## config.mk

```make
export PLATFORM = sky130hd
export DESIGN_NAME = icmp_echo_reply_frame_filter
export DESIGN_NICKNAME = d
export VERILOG_FILES = /design/src/hw/rtl/icmperf_pkg.sv /design/src/hw/rtl/icmperf_parser.sv /design/src/hw/rtl/icmperf_judge.sv /design/src/hw/rtl/icmp_echo_reply_frame_filter.sv
export SDC_FILE = /design/constraint.sdc
export NUM_CORES = 1
export LEC_CHECK = 0
export BUFFER_PORTS_ARGS = -buffer_cell sky130_fd_sc_hd__buf_2
export CORE_ASPECT_RATIO = 2
export CORE_UTILIZATION = 25
export CTS_CLUSTER_DIAMETER = 40
export DETAILED_ROUTE_END_ITERATION = 12
export GPL_TIMING_DRIVEN = 0
export SYNTH_ARGS = -nofsm -noshare
export SYNTH_HDL_FRONTEND = slang
export SYNTH_HIERARCHICAL = 1
export SYNTH_SLANG_ARGS = --single-unit
```

## constraint.sdc

```tcl
create_clock -name aclk -period 8.24 [get_ports aclk]
set_clock_uncertainty 0.1 [all_clocks]
set_input_delay 0 -clock aclk [delete_from_list [all_inputs] [get_ports aclk]]
set_output_delay 0 -clock aclk [all_outputs]
set_load 0.01 [all_outputs]
```

## src/hw/rtl/icmperf_pkg.sv

```systemverilog
`timescale 1ns / 1ps

package icmperf_pkg;

    // Default depth of the target MAC table.
    localparam int MAX_TARGETS_DEF = 8;

    // Protocol constants.
    localparam logic [15:0] ETHTYPE_IPV4         = 16'h0800;
    localparam logic [7:0]  IP_PROTO_ICMP        = 8'd1;
    localparam logic [7:0]  ICMP_TYPE_ECHO_REPLY = 8'd0;
    localparam int          MAC_ADDR_LEN         = 6;

    // Byte offsets within the frame.
    localparam logic [6:0] POS_SRC_MAC   = 7'(MAC_ADDR_LEN);
    localparam logic [6:0] POS_ETHERTYPE = 7'(2 * MAC_ADDR_LEN);
    localparam logic [6:0] POS_IHL       = 7'd14;
    localparam logic [6:0] POS_PROTO     = 7'd23;
    localparam logic [6:0] POS_IP_SRC    = 7'd26;
    localparam logic [6:0] POS_IP_DST    = 7'd30;
    localparam logic [6:0] POS_IP_END    = 7'd34;
    localparam logic [6:0] POS_MAX       = 7'd127;

    // Input item kinds carried in tuser.
    localparam logic CMD_FRAME_BYTE = 1'b0;
    localparam logic CMD_LOAD_ENTRY = 1'b1;

    // Configuration register indexes.
    localparam logic [1:0] REG_HOST_MAC     = 2'd0;
    localparam logic [1:0] REG_HOST_IP      = 2'd1;
    localparam logic [1:0] REG_TARGET_COUNT = 2'd2;

    // Verdict codes.
    typedef enum logic [2:0] {
        VERDICT_MATCH     = 3'd0,
        VERDICT_SRC       = 3'd1,
        VERDICT_DST       = 3'd2,
        VERDICT_ETHERTYPE = 3'd3,
        VERDICT_IP_DST    = 3'd4,
        VERDICT_PROTO     = 3'd5,
        VERDICT_ICMP_TYPE = 3'd6,
        VERDICT_TRUNCATED = 3'd7
    } verdict_t;

    // Everything the verdict stage needs from one finished frame.
    typedef struct packed {
        logic        ge12;
        logic        ge14;
        logic        ge34;
        logic        dst_ok;
        logic        type_ok;
        logic        ip_dst_ok;
        logic        proto_ok;
        logic        icmp_seen;
        logic        icmp_ok;
        logic [47:0] src_mac;
        logic [31:0] src_ip;
    } frame_summary_t;

    // A table load travelling to the verdict stage.
    typedef struct packed {
        logic        en;
        logic [2:0]  index;
        logic [47:0] mac;
    } table_load_t;

endpackage

```

## src/hw/rtl/icmperf_parser.sv

```systemverilog
`timescale 1ns / 1ps

module icmperf_parser (
    input  logic                        aclk,
    input  logic                        aresetn,
    input  logic                        byte_accept,
    input  logic [7:0]                  frame_byte,
    input  logic                        last_byte,
    input  logic [47:0]                 host_mac,
    input  logic [31:0]                 host_ip,
    input  logic                        advance,
    output logic                        summary_valid,
    output icmperf_pkg::frame_summary_t summary
);
    import icmperf_pkg::*;

    logic [6:0]     pos_reg, pos_next;
    logic           dst_eq_reg, dst_eq_next;
    logic [47:0]    src_mac_reg, src_mac_next;
    logic [15:0]    eth_type_reg, eth_type_next;
    logic [3:0]     ihl_reg, ihl_next;
    logic [7:0]     proto_reg, proto_next;
    logic [31:0]    ip_src_reg, ip_src_next;
    logic           ip_dst_eq_reg, ip_dst_eq_next;
    logic [7:0]     icmp_type_reg, icmp_type_next;
    logic           icmp_seen_reg, icmp_seen_next;
    logic           snap_valid_reg;
    frame_summary_t snap_reg, snap_next;
    logic [7:0]     host_mac_byte;
    logic [7:0]     host_ip_byte;
    logic [1:0]     ip_sel;
    logic [6:0]     icmp_pos;

    // Byte of the own addresses that lines up with the current position.
    assign host_mac_byte = host_mac[{3'd5 - pos_reg[2:0], 3'b000} +: 8];
    assign ip_sel        = 2'(7'd33 - pos_reg);
    assign host_ip_byte  = host_ip[{ip_sel, 3'b000} +: 8];

    // Field capture for the byte at the current position.
    always_comb begin
        pos_next       = (pos_reg < POS_MAX) ? pos_reg + 7'd1 : pos_reg;
        dst_eq_next    = dst_eq_reg;
        src_mac_next   = src_mac_reg;
        eth_type_next  = eth_type_reg;
        ihl_next       = ihl_reg;
        proto_next     = proto_reg;
        ip_src_next    = ip_src_reg;
        ip_dst_eq_next = ip_dst_eq_reg;
        icmp_type_next = icmp_type_reg;
        icmp_seen_next = icmp_seen_reg;
        if (pos_reg < POS_SRC_MAC) begin
            dst_eq_next = dst_eq_reg & (host_mac_byte == frame_byte);
        end else if (pos_reg < POS_ETHERTYPE) begin
            src_mac_next = {src_mac_reg[39:0], frame_byte};
        end else if (pos_reg < POS_IHL) begin
            eth_type_next = {eth_type_reg[7:0], frame_byte};
        end else if (pos_reg == POS_IHL) begin
            ihl_next = frame_byte[3:0];
        end else if (pos_reg == POS_PROTO) begin
            proto_next = frame_byte;
        end else if (pos_reg >= POS_IP_SRC && pos_reg < POS_IP_DST) begin
            ip_src_next = {ip_src_reg[23:0], frame_byte};
        end else if (pos_reg >= POS_IP_DST && pos_reg < POS_IP_END) begin
            ip_dst_eq_next = ip_dst_eq_reg & (host_ip_byte == frame_byte);
        end
        // The ICMP type sits right after the IP header, with IHL as just seen.
        icmp_pos = POS_IHL + {1'b0, ihl_next, 2'b00};
        if (pos_reg >= POS_IHL && pos_reg == icmp_pos) begin
            icmp_type_next = frame_byte;
            icmp_seen_next = 1'b1;
        end
    end

    // Summary of the frame as it stands after the last byte.
    always_comb begin
        snap_next.ge12      = pos_reg >= 7'd11;
        snap_next.ge14      = pos_reg >= 7'd13;
        snap_next.ge34      = pos_reg >= 7'd33;
        snap_next.dst_ok    = dst_eq_next;
        snap_next.type_ok   = eth_type_next == ETHTYPE_IPV4;
        snap_next.ip_dst_ok = ip_dst_eq_next;
        snap_next.proto_ok  = proto_next == IP_PROTO_ICMP;
        snap_next.icmp_seen = icmp_seen_next;
        snap_next.icmp_ok   = icmp_type_next == ICMP_TYPE_ECHO_REPLY;
        snap_next.src_mac   = src_mac_next;
        snap_next.src_ip    = ip_src_next;
    end

    // Frame state; it returns to its idle values after each last byte.
    always_ff @(posedge aclk) begin
        if (!aresetn || (byte_accept && last_byte)) begin
            pos_reg       <= '0;
            dst_eq_reg    <= 1'b1;
            src_mac_reg   <= '0;
            eth_type_reg  <= '0;
            ihl_reg       <= '0;
            proto_reg     <= '0;
            ip_src_reg    <= '0;
            ip_dst_eq_reg <= 1'b1;
            icmp_type_reg <= '0;
            icmp_seen_reg <= 1'b0;
        end else if (byte_accept) begin
            pos_reg       <= pos_next;
            dst_eq_reg    <= dst_eq_next;
            src_mac_reg   <= src_mac_next;
            eth_type_reg  <= eth_type_next;
            ihl_reg       <= ihl_next;
            proto_reg     <= proto_next;
            ip_src_reg    <= ip_src_next;
            ip_dst_eq_reg <= ip_dst_eq_next;
            icmp_type_reg <= icmp_type_next;
            icmp_seen_reg <= icmp_seen_next;
        end
    end

    // Summary register handed to the verdict stage.
    always_ff @(posedge aclk) begin
        if (!aresetn) begin
            snap_valid_reg <= 1'b0;
        end else if (byte_accept && last_byte) begin
            snap_valid_reg <= 1'b1;
        end else if (advance) begin
            snap_valid_reg <= 1'b0;
        end
    end

    always_ff @(posedge aclk) begin
        if (byte_accept && last_byte) begin
            snap_reg <= snap_next;
        end
    end

    assign summary_valid = snap_valid_reg;
    assign summary       = snap_reg;

    // A frame's last byte leaves the parser ready for a new frame.
    a_pos_cleared: assert property (@(posedge aclk) disable iff (!aresetn)
        byte_accept && last_byte |=> pos_reg == '0 && dst_eq_reg && !icmp_seen_reg)
        else $error("frame state not cleared after last byte");

    // The position counter never moves without an accepted frame byte.
    a_pos_hold: assert property (@(posedge aclk) disable iff (!aresetn)
        !byte_accept |=> $stable(pos_reg))
        else $error("byte position moved without a frame byte");

    // The ICMP type is never seen before the IHL byte.
    a_icmp_after_ihl: assert property (@(posedge aclk) disable iff (!aresetn)
        icmp_seen_reg |-> pos_reg > POS_IHL)
        else $error("ICMP type captured before the IP header");

endmodule

```

## src/hw/rtl/icmperf_judge.sv

```systemverilog
`timescale 1ns / 1ps

module icmperf_judge #(
    parameter int MAX_TARGETS = icmperf_pkg::MAX_TARGETS_DEF
) (
    input  logic                        aclk,
    input  logic                        aresetn,
    input  icmperf_pkg::table_load_t    load,
    input  logic [3:0]                  target_count,
    input  logic                        summary_valid,
    input  icmperf_pkg::frame_summary_t summary,
    output logic                        advance,
    output logic                        m_tvalid,
    input  logic                        m_tready,
    output logic [87:0]                 m_tdata
);
    import icmperf_pkg::*;

    localparam int TIDX_W = (MAX_TARGETS > 1) ? $clog2(MAX_TARGETS) : 1;

    logic [47:0] table_mem [MAX_TARGETS];
    logic        src_known;
    verdict_t    verdict_next;
    logic        out_valid_reg;
    verdict_t    verdict_reg;
    logic [47:0] mac_reg;
    logic [31:0] ip_reg;

    // Target table loads; a slot beyond the table is dropped.
    always_ff @(posedge aclk) begin
        if (load.en && (32'(load.index) < MAX_TARGETS)) begin
            table_mem[TIDX_W'(load.index)] <= load.mac;
        end
    end

    // Source lookup over the first target_count entries.
    always_comb begin
        src_known = 1'b0;
        for (int i = 0; i < MAX_TARGETS; i++) begin
            if ((32'(i) < 32'(target_count)) && (table_mem[i] == summary.src_mac)) begin
                src_known = 1'b1;
            end
        end
    end

    // Checks in verdict order; missing bytes give a truncated verdict.
    always_comb begin
        priority if (!summary.ge12) begin
            verdict_next = VERDICT_TRUNCATED;
        end else if (!src_known) begin
            verdict_next = VERDICT_SRC;
        end else if (!summary.dst_ok) begin
            verdict_next = VERDICT_DST;
        end else if (!summary.ge14) begin
            verdict_next = VERDICT_TRUNCATED;
        end else if (!summary.type_ok) begin
            verdict_next = VERDICT_ETHERTYPE;
        end else if (!summary.ge34) begin
            verdict_next = VERDICT_TRUNCATED;
        end else if (!summary.ip_dst_ok) begin
            verdict_next = VERDICT_IP_DST;
        end else if (!summary.proto_ok) begin
            verdict_next = VERDICT_PROTO;
        end else if (!summary.icmp_seen) begin
            verdict_next = VERDICT_TRUNCATED;
        end else if (!summary.icmp_ok) begin
            verdict_next = VERDICT_ICMP_TYPE;
        end else begin
            verdict_next = VERDICT_MATCH;
        end
    end

    // Result register; it moves whenever it is empty or being taken.
    assign advance = !out_valid_reg || m_tready;

    always_ff @(posedge aclk) begin
        if (!aresetn) begin
            out_valid_reg <= 1'b0;
        end else if (advance) begin
            out_valid_reg <= summary_valid;
        end
    end

    always_ff @(posedge aclk) begin
        if (advance && summary_valid) begin
            verdict_reg <= verdict_next;
            mac_reg     <= (verdict_next == VERDICT_MATCH) ? summary.src_mac : '0;
            ip_reg      <= (verdict_next == VERDICT_MATCH) ? summary.src_ip : '0;
        end
    end

    assign m_tvalid = out_valid_reg;
    assign m_tdata  = {5'd0, ip_reg, mac_reg, verdict_reg};

    // Address fields are zero on every verdict but a match.
    a_zero_on_fail: assert property (@(posedge aclk) disable iff (!aresetn)
        out_valid_reg && verdict_reg != VERDICT_MATCH |-> mac_reg == '0 && ip_reg == '0)
        else $error("address fields set on a failing verdict");

    // A waiting summary is moved into an empty result register.
    a_summary_moves: assert property (@(posedge aclk) disable iff (!aresetn)
        summary_valid && !out_valid_reg |=> out_valid_reg)
        else $error("summary not moved into the result register");

    // A stalled result is held until it is taken.
    a_result_held: assert property (@(posedge aclk) disable iff (!aresetn)
        out_valid_reg && !m_tready |=> out_valid_reg && $stable(verdict_reg))
        else $error("stalled result changed");

endmodule

```

## src/hw/rtl/icmp_echo_reply_frame_filter.sv

```systemverilog
`timescale 1ns / 1ps

// ICMP echo-reply frame filter.
// The input stream carries one item per transfer: with s_tuser low, s_tdata[7:0] is
// the next received frame byte (starting at the destination MAC) and s_tlast marks
// the frame's last byte; with s_tuser high, the item loads the target MAC in
// s_tdata[58:11] into table slot s_tdata[10:8]. Loads produce no result.
// Each frame yields exactly one result transfer on the m_ stream: a verdict code
// and, for a match, the frame's source MAC and source IPv4 address.
// The configuration port writes host_mac, host_ip and target_count; the user must see that
// writes are made only while no frame is in flight, as the block does not enforce it.
// Throughput is one input transfer per cycle while s_tready is high. The result of a
// frame passes from the parser's summary register into the verdict register before
// it appears on m_tvalid.
// When the receiver stalls, the result register holds its transfer and the
// summary register takes the next finished frame; input stalls only when both
// are full. Reset clears the frame state, the configuration and both stages;
// the target table keeps no reset value and must be loaded before use.
module icmp_echo_reply_frame_filter #(
    parameter int MAX_TARGETS = icmperf_pkg::MAX_TARGETS_DEF
) (
    input  logic        aclk,
    input  logic        aresetn,
    // Input stream.
    input  logic        s_tvalid,
    output logic        s_tready,
    input  logic [63:0] s_tdata,   // frame_byte[7:0], entry_index[10:8], entry_mac[58:11]
    input  logic        s_tlast,   // last_byte
    input  logic        s_tuser,   // cmd
    // Result stream.
    output logic        m_tvalid,
    input  logic        m_tready,
    output logic [87:0] m_tdata,   // verdict[2:0], matched_mac[50:3], source_ip[82:51]
    // Configuration writes.
    input  logic        cfg_wr_en,
    input  logic [1:0]  cfg_index,
    input  logic [47:0] cfg_wdata
);
    import icmperf_pkg::*;

    logic           s_accept;
    logic           byte_accept;
    logic           advance;
    logic           summary_valid;
    frame_summary_t summary;
    table_load_t    load;
    logic [47:0]    host_mac_reg;
    logic [31:0]    host_ip_reg;
    logic [3:0]     target_count_reg;

    // Configuration registers.
    always_ff @(posedge aclk) begin
        if (!aresetn) begin
            host_mac_reg     <= '0;
            host_ip_reg      <= '0;
            target_count_reg <= '0;
        end else if (cfg_wr_en) begin
            unique case (cfg_index)
                REG_HOST_MAC:     host_mac_reg     <= cfg_wdata;
                REG_HOST_IP:      host_ip_reg      <= cfg_wdata[31:0];
                REG_TARGET_COUNT: target_count_reg <= cfg_wdata[3:0];
                default:          ;
            endcase
        end
    end

    // Input is taken unless a finished frame is waiting behind a stalled result.
    assign s_tready    = !summary_valid || advance;
    assign s_accept    = s_tvalid && s_tready;
    assign byte_accept = s_accept && (s_tuser == CMD_FRAME_BYTE);

    assign load.en    = s_accept && (s_tuser == CMD_LOAD_ENTRY);
    assign load.index = s_tdata[10:8];
    assign load.mac   = s_tdata[58:11];

    icmperf_parser u_parser (
        .aclk          (aclk),
        .aresetn       (aresetn),
        .byte_accept   (byte_accept),
        .frame_byte    (s_tdata[7:0]),
        .last_byte     (s_tlast),
        .host_mac      (host_mac_reg),
        .host_ip       (host_ip_reg),
        .advance       (advance),
        .summary_valid (summary_valid),
        .summary       (summary)
    );

    icmperf_judge #(
        .MAX_TARGETS (MAX_TARGETS)
    ) u_judge (
        .aclk          (aclk),
        .aresetn       (aresetn),
        .load          (load),
        .target_count  (target_count_reg),
        .summary_valid (summary_valid),
        .summary       (summary),
        .advance       (advance),
        .m_tvalid      (m_tvalid),
        .m_tready      (m_tready),
        .m_tdata       (m_tdata)
    );

endmodule
```

# ---- Yosys cells after proc, flatten, opt, wreduce, memory -nomap -nowiden
# Memories as Yosys holds them, arrays and structs flattened.
# Index checks and enable logic that the tools add are counted.
dict set report word_totals {
  ff_bits 384
  latch_bits 0
  ramBits 384
  rom_bits 0
  in_bits 121
  n_memories 1
}
dict set report classes {
  addsub 4
  n_mul 0
  div_mod_pow 0
  n_lt_le_gt_ge 20
  n_eq_ne 17
  shifts 2
  mux 52
  bitwise 3
  reduce_logical 30
}
# name words width rd rd_ports_with_merged_regs write_ports line_no
set mem_list {}
lappend mem_list {u_judge.table_mem 8 48 8 0 1 icmperf_judge.sv:21} ;# logic [47:0] table_mem [MAX_TARGETS];
# cell count
set op_table {}
lappend op_table {{48-bit equality test} 8}
lappend op_table {{32-bit 2-to-1 mux} 6}
lappend op_table {{48-bit 2-to-1 mux} 2}
lappend op_table {{16-bit 2-to-1 mux} 3}
lappend op_table {{8-bit 2-to-1 mux} 6}
lappend op_table {{48-bit by 7-bit indexed part select with 8-bit output} 1}
lappend op_table {{32-bit by 6-bit indexed part select with 8-bit output} 1}
lappend op_table {{3-bit 2-to-1 mux} 10}
lappend op_table {{7-bit by 4-bit >= comparator with 1-bit output, second input constant} 3}
lappend op_table {{1-bit 2-to-1 mux} 21}
lappend op_table {{16-bit by 12-bit equality test with 1-bit output, second input constant} 1}
lappend op_table {{8-bit equality test} 2}
lappend op_table {{1-bit logical AND} 16}
lappend op_table {{3-bit by 4-bit < comparator with 1-bit output, first input constant} 4}
lappend op_table {{4-bit 2-to-1 mux} 4}
lappend op_table {{7-bit by 5-bit >= comparator with 1-bit output, second input constant} 2}
lappend op_table {{7-bit by 4-bit < comparator with 1-bit output, second input constant} 2}
lappend op_table {{8-bit by 1-bit equality test with 1-bit output, second input constant} 1}
lappend op_table {{8-bit zero test} 1}
lappend op_table {{1-bit by 4-bit < comparator with 1-bit output, first input constant} 2}
lappend op_table {{2-bit by 4-bit < comparator with 1-bit output, first input constant} 2}
lappend op_table {{2-bit AND reduction} 4}
lappend op_table {{4-bit by 6-bit adder with 7-bit output, first input constant} 1}
lappend op_table {{7-bit by 1-bit adder with 7-bit output, second input constant} 1}
lappend op_table {{other kinds (19)} 24}

# ---- Longest topological paths before layout
# Gate-level depths: netlist of run 1.
# An unclocked memory read counts as a cell.
dict set report logic_depth {
  word_depth 14
  mapped_depth 13
  ltp_nobuf 11
}

# ---- By module
# Netlist of run 1, hierarchy kept.
# mod n_inst cells_each area_per_inst_um2 seq_area_each_um2
set modules_own_cells {}
lappend modules_own_cells {icmperf_judge 1 1298 19881.6 14043.5}
lappend modules_own_cells {icmperf_parser 1 907 9529.1 5215.0}
lappend modules_own_cells {icmp_echo_reply_frame_filter 1 330 3194.3 1681.6}

# ---- Worst setup path after synthesis of run 1
# No wires, ideal clock.
dict set report synth_path {
  path_type {reg-to-reg}
  startpoint {reg u_judge.out_valid_reg (netlist: u_judge/m_tvalid)}
  endpoint {mem u_judge.table_mem[0][0], enable pin}
  setup_ns 0.513
  arrival_time_ns 4.169
  setup_slack_ns 3.458
  path_stages_with_launch 6
  path_buffers 0
  synth_period_minus_slack_ns 4.782
  path_cell_list {dfxtp_1 nand2b_1 nand2b_1 and3_1 nand2b_1 nor3_1}
}
# item line_no
set synth_lines {}
lappend synth_lines {{start: declaration} icmperf_judge.sv:24} ;# logic out_valid_reg;
lappend synth_lines {{start signal: assignment} icmperf_judge.sv:80} ;# out_valid_reg <= summary_valid;
lappend synth_lines {{end: declaration} icmperf_judge.sv:21}

# ---- Final worst setup path of run 1
dict set report layout_path {
  startpoint {reg u_parser.snap_reg, in the netlist u_parser/summary[45]}
  endpoint {reg u_judge.mac_reg[7] (data pin)}
}
dict set report layout_between {
  elab_chain_cells 13
  word_cells_on_any_way 27
  cone_classes {8 x eq/ne; 10 x mux; 9 x reduce/logical}
}
# item line_no
set layout_rtl {}
lappend layout_rtl {{start: declaration} icmperf_parser.sv:28} ;# frame_summary_t snap_reg, snap_next;
lappend layout_rtl {{start signal: assignment} icmperf_parser.sv:129} ;# snap_reg <= snap_next;
lappend layout_rtl {{48-bit equality test} icmperf_judge.sv:40} ;# if ((32'(i) < 32'(target_count)) && (table_mem[i] == summary.src_mac)) begin
lappend layout_rtl {{1-bit logical AND} icmperf_judge.sv:40}
lappend layout_rtl {{1-bit 2-to-1 mux (7 in series)} icmperf_judge.sv:40}
lappend layout_rtl {{1-bit 2-to-1 mux (*)} icmperf_judge.sv:40}
lappend layout_rtl {{3-bit 2-to-1 mux (*)} icmperf_judge.sv:50} ;# end else if (!src_known) begin
lappend layout_rtl {{3-bit 2-to-1 mux (*)} icmperf_judge.sv:48} ;# priority if (!summary.ge12) begin
lappend layout_rtl {{3-bit zero test (*)} icmperf_judge.sv:87} ;# mac_reg <= (verdict_next == VERDICT_MATCH) ? summary.src_mac : '0;
lappend layout_rtl {{end signal: assignment} icmperf_judge.sv:87}
lappend layout_rtl {{end: declaration} icmperf_judge.sv:26} ;# logic [47:0] mac_reg;
# Every way passes the cells marked *; elsewhere a longest branch is shown, timed or not.
# A chain may end at the register's enable or synchronous reset.

==> results of run 1 <==
-- worst reg2reg max path, delay by kind of cell, from the launching register on --
family | cells | cell delay [ns]
flops | 1 | 0.31
xor+xnor | 1 | 0.14
simple gates | 2 | 1.60
compound gates | 3 | 1.52
buf+inv | 2 | 0.77
-- final timing paths --
path | startpoint | to | slack, ns | cells past startpoint
worst max-delay path | u_parser/summary[45] | u_judge/mac_reg[7] | 3.52 | 8
worst min-delay path | s_tdata[53] | u_judge/table_mem[0][42] | 0.12 | 2
worst max register to register | u_parser/summary[45] | u_judge/mac_reg[7] | 3.52 | 8
worst min register to register | u_parser/src_mac_reg[45] | u_parser/src_mac_reg[45] | 0.36 | 2
-- layer usage --
metal | part of all wire | vias up | global-route usage | wire, um
met2 | 0.50 | 1091 | 0.297 | 57100
met3 | 0.064 | 318 | 0.0283 | 7380
li1 | - | 10100 | - | -
met5 | 0.00024 | - | 0 | 27
met4 | 0.076 | 4 | 0.122 | 8700
met1 | 0.36 | 11200 | 0.185 | 41600
-- final cells by class --
type                            count  area [um2]
Tap cell                         1701        2130
Multi-Input combinational cell   1561       10800
Antenna cell                        6        15.0
Clock buffer                      109        2430
Timing Repair Buffer              359        2760
Sequential cell                   768       20900
Buffer                            188         880
Fill cell                       13100       89000
Inverter                           22        85.1
Clock inverter                     57         596
-- power groups by stage --
stage | clock [mW] | sequential, mW | combinational [mW]
2_1_floorplan | 0 | 4.31 | 0.213
3_3_place_gp | 0 | 4.32 | 0.412
5_1_grt | 4.23 | 4.24 | 0.504
4_1_cts | 4.09 | 4.24 | 0.479
6_report | 4.03 | 4.24 | 0.480
3_5_place_dp | 0 | 4.32 | 0.426
-- metrics by stage --
step	total power, mW	cell area [um2]	util
floorplan	4.52	32600	-
global placement	4.73	35700	0.276
detailed placement	4.74	36200	0.279
CTS	8.80	40600	0.313
global route	8.98	40600	0.313
finish	8.74	40600	0.313
-- what timing repair did --
item	CTS	global route
hold buffers	141	0
buffers inserted	0	0
hold endpoints to repair	705	0
-- cell families after synthesis --
family / Yosys count
other: 1
multiplexers: 192
AO/OA/AOI/OAI: 242
AND/OR/NAND/NOR: 718
adder cells (fa/ha/maj): 9
XOR/XNOR: 395
flip-flops: 768
buffers and inverters: 210
-- placed cells by master, fill, tap and decap left out, types with 89 or more instances in the layout --
cell type      synthesis  final
a21oi_1              170    170
dfxtp_1              212    212
buf_2                 70    267
nor2_1                95     89
nand2_1              296    296
clkbuf_1              92    103
nand4_1              151    151
clkbuf_16              0     92
edfxtp_1             556    556
dlygate4sd3_1          0    141
xnor2_1              243    243
xor2_1               152    152
==> flow_summary_export.csv, run 1 <==
group,metric,value,unit
run_status,status,"completed",
timing,setup_viol,0,
worst_hold_path,hold_class,"in2reg",
clock_network,ctsResizeCount,0,
power_and_ir_drop,power_frac_seq,0.484,
grt,grt_start_max_net_pins,61,
placed_design,place_congestion,0.962,
timing,setup-tns-final,0,ns
power_and_ir_drop,cellLeakagePower,13.6,nW
power_and_ir_drop,switching_power,2.05,mW
placed_design,port_buffers,196,
drt,drt_iter0_drc,1971,
timing,timing.fmax,0.212,GHz
worst_setup_path,critPathSlowestCell,"nor4_1",
synthesis,ys_ff_latch,768,
synthesis,synth_ff_type,"edfxtp_1",
layout,final_cells,4771,
floorplanning,initial_utilization,0.252,
power_and_ir_drop,peakVddDrop,0.197,mV
worst_setup_path,path_cells,"buf_2, xor2_1, nor4_1, nand4_1, o31ai_1, o32ai_1, clkbuf_1, a21oi_1",
drt,firstDrtPassIters,5,
timing,worst_slew_margin_rel,0.0269,
worst_setup_path,crit_path_start_kind,"flop",
placed_design,hpwl,81.7,mm
synthesis,synthMuxAreaShare,0.0686,
clock_network,clock_path_buffers,3,
drt,finalWirelength,115,mm
synthesis,synth_top_family_by_area,"simple AND/OR/NAND/NOR gates",
synthesis,synth_xor_area_frac,0.106,
timing,fin_crit,4.72,ns
layout,final_layout_size_suffix_gt1_frac,0.187,
grt,grt_pass1_vias,22700,
synthesis,synth_top_area_share,0.512,
drt,wl_per_cell,24.1,um
synthesis,synth_edf_count,556,
synthesis,netlist.top_cell.by_area,"edfxtp_1",
clock_network,clkLatencyLatePin,0.68,ns
synthesis,synth_most_common_cell,"edfxtp_1",
clock_network,numCtsBuffers,89,
placed_design,dpl.cell_count,4458,
power_and_ir_drop,internal-power,6.70,mW
power_and_ir_drop,pwr-share-clk,0.461,
synthesis,synthCells,2535,
timing,fin_ws,3.52,ns
power_and_ir_drop,powerDensity,215,nW/um2
drt,remaining_drc_errors,0,
floorplanning,fp.coreArea,130000,um2
timing,worstMarginPinSlew,1.45,ns
grt,antenna_found_initial,6,
worst_setup_path,path_buf_inv,2,
worst_setup_path,cp_max_fo,10,
floorplanning,dieArea,132000,um2
timing,final_hold_viol_count,0,
placed_design,post-place-ws,3.61,ns
synthesis,ys_seq_area_frac,0.642,
synthesis,synth_area,32600,um2
clock_network,cts.sinks,768,
layout,regMostFlops,"u_judge/table_mem",
synthesis,synthSimpleGateAreaFrac,0.107,
timing,grt_setup_unrepaired,"no",
job,max-cap-violations,0,
clock_network,path_clk_slew,0.06,ns
timing,holdWs,0.119,ns
synthesis,synth_area_leaders,"edfxtp_1 51%, dfxtp_1 13%, xnor2_1 6.5%, xor2_1 4.1%, nand2_1 3.4%",
worst_setup_path,slowest_delay,1.07,ns
synthesis,ys_types,64,
worst_setup_path,cp-end-kind,"flop",
synthesis,ys_warn_count,6,
worst_setup_path,crit_required,8.52,ns
floorplanning,pin_count,211,
worst_setup_path,arrival,5.00,ns
worst_setup_path,path_delay_family,"simple AND/OR/NAND/NOR gates",
synthesis,synth_commonest_cells,"556 x edfxtp_1, 296 x nand2_1, 243 x xnor2_1, 212 x dfxtp_1, 170 x a21oi_1",
clock_network,clockRootBuffer,"clkbuf_16",
grt,grt-ovfl-total,0,
synthesis,syn_avg_cell_area,12.9,um2
drt,dr_total_vias,22700,
worst_setup_path,worstSetupPathType,"reg2reg",
grt,grtUsageTotal,0.170,
synthesis,synthAdderAreaFrac,0.00345,
clock_network,cts_tree,"yes",
layout,syn_to_final_growth,24.6,%
timing,drv_slew,0,
grt,grt_pass1_wl,160,mm
drt,antenna_left,0,
clock_network,h-tree-depth,3,
floorplanning,die_height,513,um
timing,fin_crit_sh,0.573,
synthesis,synth_compound_area_frac,0.0427,
power_and_ir_drop,pwr-share-comb,0.055,
layout,largest_reg_flops,384,
drt,via_per_inst,4.77,
floorplanning,die-width,257,um
layout,fin_nets,3119,
floorplanning,rows,187,
synthesis,async_flop_share,0,
power_and_ir_drop,switching_share,0.234,
Note: power is estimated with default switching activity, not from simulation.
==> run 2: changes to the inputs <==
clock period = 4.6 ns   (was 8.24 ns; I/O delays follow)
==> flow_summary_export.csv, run 2 (synthesis results as in run 1) <==
group,metric,value,unit
drt,firstDrtPassIters,9,
worst_setup_path,path_cells,"buf_2, xor2_1, nor4_1, nand4_1, or4_1, o211ai_1, o32ai_1, buf_6, buf_2, a21oi_1",
worst_setup_path,arrival,4.89,ns
run_status,violations,"setup timing",
grt,antenna_found_initial,12,
worst_setup_path,path_buf_inv,3,
worst_setup_path,cp_max_fo,10,
timing,timing.fmax,0.217,GHz
placed_design,hpwl,81.2,mm
worst_setup_path,worstRegToRegCells,10,
worst_hold_path,min_to,"u_parser/src_mac_reg[1]",
floorplanning,dieArea,132000,um2
layout,largest_reg_flops,384,
worst_setup_path,slowest_delay,0.93,ns
worst_setup_path,crit_start,"u_parser/summary[37]",
drt,remaining_drc_errors,0,
power_and_ir_drop,cellLeakagePower,13.4,nW
clock_network,h-tree-depth,3,
clock_network,numCtsBuffers,90,
floorplanning,die-width,257,um
grt,grt-ovfl-total,0,
clock_network,clock_path_buffers,3,
timing,final_hold_viol_count,0,
timing,fin_ws,-0.00412,ns
timing,worstMarginPinSlew,1.21,ns
power_and_ir_drop,powerDensity,384,nW/um2
layout,regMostFlops,"u_judge/table_mem",
floorplanning,rows,187,
placed_design,post-place-ws,-0.121,ns
timing,grt_setup_unrepaired,"no",
floorplanning,die_height,513,um
floorplanning,initial_utilization,0.252,
clock_network,cts_tree,"yes",
worst_setup_path,crit_top_cell,"buf_2",
timing,drv_slew,0,
power_and_ir_drop,peakVddDrop,0.313,mV
worst_setup_path,cp-end-kind,"flop",
placed_design,port_buffers,196,
worst_setup_path,reg2reg_from,"u_parser/summary[37]",
layout,final_common_cell,"edfxtp_1",
worst_setup_path,critPathSlowestCell,"nor4_1",
worst_setup_path,crit_required,4.89,ns
worst_hold_path,hold_class,"in2reg",
grt,grt_start_max_net_pins,58,
worst_setup_path,crit_path_start_kind,"flop",
drt,via_per_inst,4.77,
timing,setup-tns-final,-0.00412,ns
layout,final_layout_size_suffix_gt1_frac,0.186,
drt,dr_total_vias,22600,
grt,grt_pass1_wl,160,mm
layout,final_util,0.312,
worst_setup_path,r2r_end,"u_judge/mac_reg[26]",
timing,setup_viol,1,
worst_hold_path,hp-start,"s_tdata[1]",
worst_hold_path,whs_path_depth,4,
job,max-cap-violations,0,
drt,drt_iter0_drc,1907,
layout,final_cell_mix,"556 x edfxtp_1, 296 x nand2_1, 266 x buf_2, 243 x xnor2_1, 212 x dfxtp_1",
placed_design,place_congestion,0.936,
drt,wl_per_cell,24.0,um
grt,grt_pass1_vias,22800,
drt,antenna_left,0,
floorplanning,fp.coreArea,130000,um2
worst_setup_path,path_delay_family,"simple AND/OR/NAND/NOR gates",
timing,worst_slew_margin_rel,0.183,
clock_network,cts.sinks,768,
grt,grtUsageTotal,0.170,
clock_network,clockRootBuffer,"clkbuf_16",
clock_network,clkLatencyLatePin,0.67,ns
worst_setup_path,reg2reg_slack,-0.004,ns
timing,fin_crit_sh,1.00,
drt,finalWirelength,114,mm
floorplanning,pin_count,211,
worst_setup_path,worstSetupPathType,"reg2reg",
timing,fin_crit,4.60,ns
layout,fin_nets,3103,
clock_network,path_clk_slew,0.06,ns
layout,syn_to_final_growth,23.9,%
run_status,status,"finished, violations left",
==> run 2: through the flow <==
stage	area, um2	hold slack, ns	instances	power [mW]
final	40400	0.0258	4746	15.5
after global routing	40400	0.0342	4746	15.9
after CTS	40400	0.0124	4745	15.6
after detailed placement	36100	0.151	4451	8.49
after global placement	35700	0.149	4436	8.47
after floorplan	32600	-0.00113	2539	8.10
==> run 2: area by class of cell <==
type                    instances  area (um2)
fillers                     13100       89200
flip-flops and latches        768       20900
multi-input cells            1561       10800
repair buffers                342        2610
clock buffers                 108        2410
well taps                    1701        2130
plain buffers                 188         880
clock inverters                55         519
inverters                      22        85.1
diodes                          1        2.50
==> run 2: what timing repair did <==
item / 4_1_cts / 5_1_grt
endpoints found under the hold margin: 672 / 0
hold buffers: 131 / 0
setup endpoints to repair: 18 / 3
gates resized for setup: 1 / 1
buffers inserted: 0 / 0
==> run 2: worst max path at each step <==
| stage | end | cells past startpoint |
|---|---|---|
| after floorplan | u_judge/table_mem[1][0] | 5 |
| after global placement | u_judge/mac_reg[15] | 8 |
| after detailed placement | u_judge/mac_reg[30] | 9 |
| after CTS | u_judge/mac_reg[30] | 9 |
| after global routing | u_judge/mac_reg[42] | 10 |
| final | u_judge/mac_reg[26] | 10 |
==> run 2: where the power goes <==
| group | switching [mW] | total [mW] | internal [mW] | leakage, nW |
|---|---|---|---|---|
| clock network | 2.97 | 7.09 | 4.12 | 1.42 |
| registers | 0.0614 | 7.59 | 7.52 | 6.77 |
| logic | 0.551 | 0.853 | 0.302 | 5.25 |
| total | 3.58 | 15.5 | 11.9 | 13.4 |
==> run 2: worst reg2reg max path: cells and delay by family (launching register included) <==
family | cells | cell delay (ns)
AO/OA/AOI/OAI | 3 | 0.87
XOR/XNOR | 1 | 0.16
buffers and inverters | 3 | 1.01
flip-flops | 1 | 0.32
AND/OR/NAND/NOR | 3 | 1.89
==> run 2: metal layers <==
| metal | vias to the layer above | GRT usage | share of wire | routed length, um |
|---|---|---|---|---|
| met2 | 1073 | 0.303 | 0.51 | 57600 |
| met4 | 10 | 0.109 | 0.067 | 7670 |
| met1 | 11200 | 0.185 | 0.36 | 41100 |
| li1 | 10100 | - | - | - |
| met5 | - | 0 | 0.00061 | 69 |
| met3 | 290 | 0.0277 | 0.067 | 7600 |
==> run 3: changes to the inputs <==
ABC_AREA = 1   (was not set)
==> flow_summary_export.csv, run 3 <==
group,metric,value,unit
power_and_ir_drop,pwr-share-comb,0.076,
power_and_ir_drop,peakVddDrop,0.309,mV
grt,grt_start_max_net_pins,58,
layout,final_util,0.317,
clock_network,h-tree-depth,3,
floorplanning,initial_utilization,0.252,
clock_network,path_clk_slew,0.07,ns
worst_setup_path,arrival,4.70,ns
clock_network,numCtsBuffers,91,
synthesis,synth_area_leaders,"edfxtp_1 47%, dfxtp_1 12%, nand2_1 8.1%, xnor2_1 6.3%, inv_1 4.8%",
layout,final_common_cell,"nand2_1",
clock_network,cts.sinks,768,
worst_hold_path,whs_path_depth,2,
layout,final_cells,6046,
floorplanning,fp.coreArea,140000,um2
worst_setup_path,crit_required,5.09,ns
synthesis,syn_avg_cell_area,9.89,um2
layout,stdcell_area,44400,um2
layout,fin_nets,4238,
placed_design,dpl.cell_count,5645,
drt,wl_per_cell,19.3,um
layout,syn_to_final_growth,25.8,%
timing,fin_ws,0.390,ns
timing,timing.fmax,0.238,GHz
synthesis,synth_ff_type,"edfxtp_1",
placed_design,place_congestion,0.958,
floorplanning,pin_count,211,
placed_design,hpwl,86.3,mm
grt,grt_pass1_wl,169,mm
layout,final_layout_size_suffix_gt1_frac,0.149,
synthesis,synthCells,3568,
job,max-cap-violations,0,
floorplanning,dieArea,143000,um2
timing,grt_setup_unrepaired,"no",
floorplanning,rows,194,
drt,via_per_inst,4.34,
power_and_ir_drop,pwr-share-clk,0.453,
timing,worstMarginPinSlew,0.959,ns
layout,largest_reg_flops,384,
placed_design,port_buffers,199,
layout,regMostFlops,"u_judge/table_mem",
grt,grtUsageTotal,0.163,
synthesis,synth_edf_count,556,
layout,final_cell_mix,"760 x nand2_1, 556 x edfxtp_1, 454 x inv_1, 346 x nor2_1, 254 x xnor2_1",
drt,finalWirelength,117,mm
worst_setup_path,reg2reg_from,"u_judge/m_tvalid",
drt,dr_total_vias,26300,
worst_setup_path,crit_start,"u_judge/m_tvalid",
power_and_ir_drop,cellLeakagePower,17.5,nW
power_and_ir_drop,internal-power,12.2,mW
clock_network,cts_tree,"yes",
synthesis,ys_seq_area_frac,0.594,
synthesis,async_flop_share,0,
power_and_ir_drop,powerDensity,367,nW/um2
run_status,status,"completed",
grt,grt_pass1_vias,26600,
timing,setup_viol,0,
worst_setup_path,cp-end-kind,"flop",
synthesis,ys_warn_count,6,
timing,worst_slew_margin_rel,0.359,
power_and_ir_drop,switching_power,4.08,mW
power_and_ir_drop,power_frac_seq,0.471,
worst_hold_path,hold_class,"in2reg",
timing,fin_crit_sh,0.915,
worst_setup_path,worstSetupPathType,"reg2reg",
drt,antenna_left,0,
synthesis,synth_area,35300,um2
grt,antenna_found_initial,7,
clock_network,clock_path_buffers,3,
synthesis,ys_types,55,
timing,final_hold_viol_count,0,
drt,remaining_drc_errors,0,
drt,firstDrtPassIters,7,
clock_network,ctsResizeCount,0,
synthesis,synth_top_area_share,0.473,
clock_network,clkLatencyLatePin,0.71,ns
floorplanning,die-width,268,um
clock_network,clockRootBuffer,"clkbuf_16",
synthesis,synth_commonest_cells,"760 x nand2_1, 556 x edfxtp_1, 455 x inv_1, 354 x nor2_1, 254 x xnor2_1",
worst_setup_path,cp_max_fo,34,
placed_design,post-place-ws,0.463,ns
floorplanning,die_height,533,um
grt,grt-ovfl-total,0,
synthesis,netlist.top_cell.by_area,"edfxtp_1",
drt,drt_iter0_drc,1437,
power_and_ir_drop,total_power,16.3,mW
worst_setup_path,crit_path_start_kind,"flop",
timing,fin_crit,4.21,ns
synthesis,synth_most_common_cell,"nand2_1",
placed_design,place_area,38900,um2
synthesis,ys_ff_latch,768,
worst_hold_path,hp-start,"s_tdata[42]",
timing,drv_slew,0,
worst_setup_path,worstRegToRegCells,13,
power_and_ir_drop,switching_share,0.250,
==> run 3: cell count changes in the layout (fill, tap and decap cells not counted), moves of 80 or more <==
cell / before / now
dlygate4sd3_1: 131 / 232
xor2_1: 152 / 30
nand3_1: 31 / 111
o21ai_0: 17 / 240
nand2_1: 296 / 760
nand4_1: 151 / 25
mux2i_1: 88 / 0
inv_1: 21 / 454
mux2_2: 88 / 0
nor2_1: 89 / 346
==> run 3: cell families (layout without fill, tap and decap cells) <==
family | Yosys count | after routing | share of synthesized area
simple gates | 1405 | 1405 | 0.178
flops | 768 | 768 | 0.594
buf+inv | 660 | 1271 | 0.0883
compound gates | 441 | 441 | 0.0662
xor+xnor | 284 | 284 | 0.0705
fa+ha+maj | 9 | 9 | 0.00319
other cells | 1 | 6 | 0.000106
==> run 3: path summary, 6_finish.rpt <==
check	to	slack, ns
worst min register to register	u_parser/ip_dst_eq_reg	0.38
worst max register to register	u_parser/pos_reg[5]	0.39
worst max-delay path	u_parser/pos_reg[5]	0.39
worst min-delay path	u_judge/table_mem[5][31]	0.05
==> run 3: per-layer routing <==
metal / track usage / up-vias / wire length [um]
met2: 0.312 / 845 / 63100
met3: 0.0198 / 317 / 4680
met5: 0 / - / 54
met1: 0.157 / 12500 / 40400
li1: - / 12600 / -
met4: 0.117 / 8 / 8660
==> run 3: timing repair <==
action	4_1_cts	5_1_grt
endpoints found under the setup margin	0	0
hold buffers	232	0
hold endpoints to repair	726	0
buffers inserted	0	0
==> run 3: critical path, stage by stage, from the launching register on <==
cell      delay (ns)
dfxtp_1         0.42
nand2_1         0.13
inv_1           0.08
nand2_1         0.08
nand2_1         0.10
nor2_1          0.05
buf_2           0.22
nand2_1         0.23
inv_4           0.22
nor2_1          0.75
clkinv_1        0.50
clkbuf_1        0.43
clkbuf_1        0.45
a221oi_1        0.34
==> run 3: stage by stage <==
| stage | hold WS [ns] | TNS (ns) |
|---|---|---|
| after global placement | 0.152 | -639.40 |
| after CTS | 0.00227 | 0 |
| after global routing | 0.0838 | 0 |
| after detailed placement | 0.155 | 0 |
| final | 0.0520 | 0 |
| after floorplan | -0.00113 | 0 |
==> run 3: area by class of cell <==
class                           instances  area, um2
Multi-Input combinational cell       2144      11300
Timing Repair Buffer                  443       3570
Antenna cell                            1       2.50
Fill cell                           14400      95400
Clock inverter                         61        738
Sequential cell                       768      20900
Inverter                              483       1880
Buffer                                177       1240
Clock buffer                          107       2390
Tap cell                             1862       2330
==> run 3: power groups by stage <==
stage / Combinational, mW / Clock (mW) / Sequential (mW)
floorplan: 0.643 / 0 / 7.80
global placement: 1.07 / 0 / 7.82
detailed placement: 1.10 / 0 / 7.82
CTS: 1.24 / 7.56 / 7.67
global route: 1.36 / 7.78 / 7.68
finish: 1.25 / 7.38 / 7.67
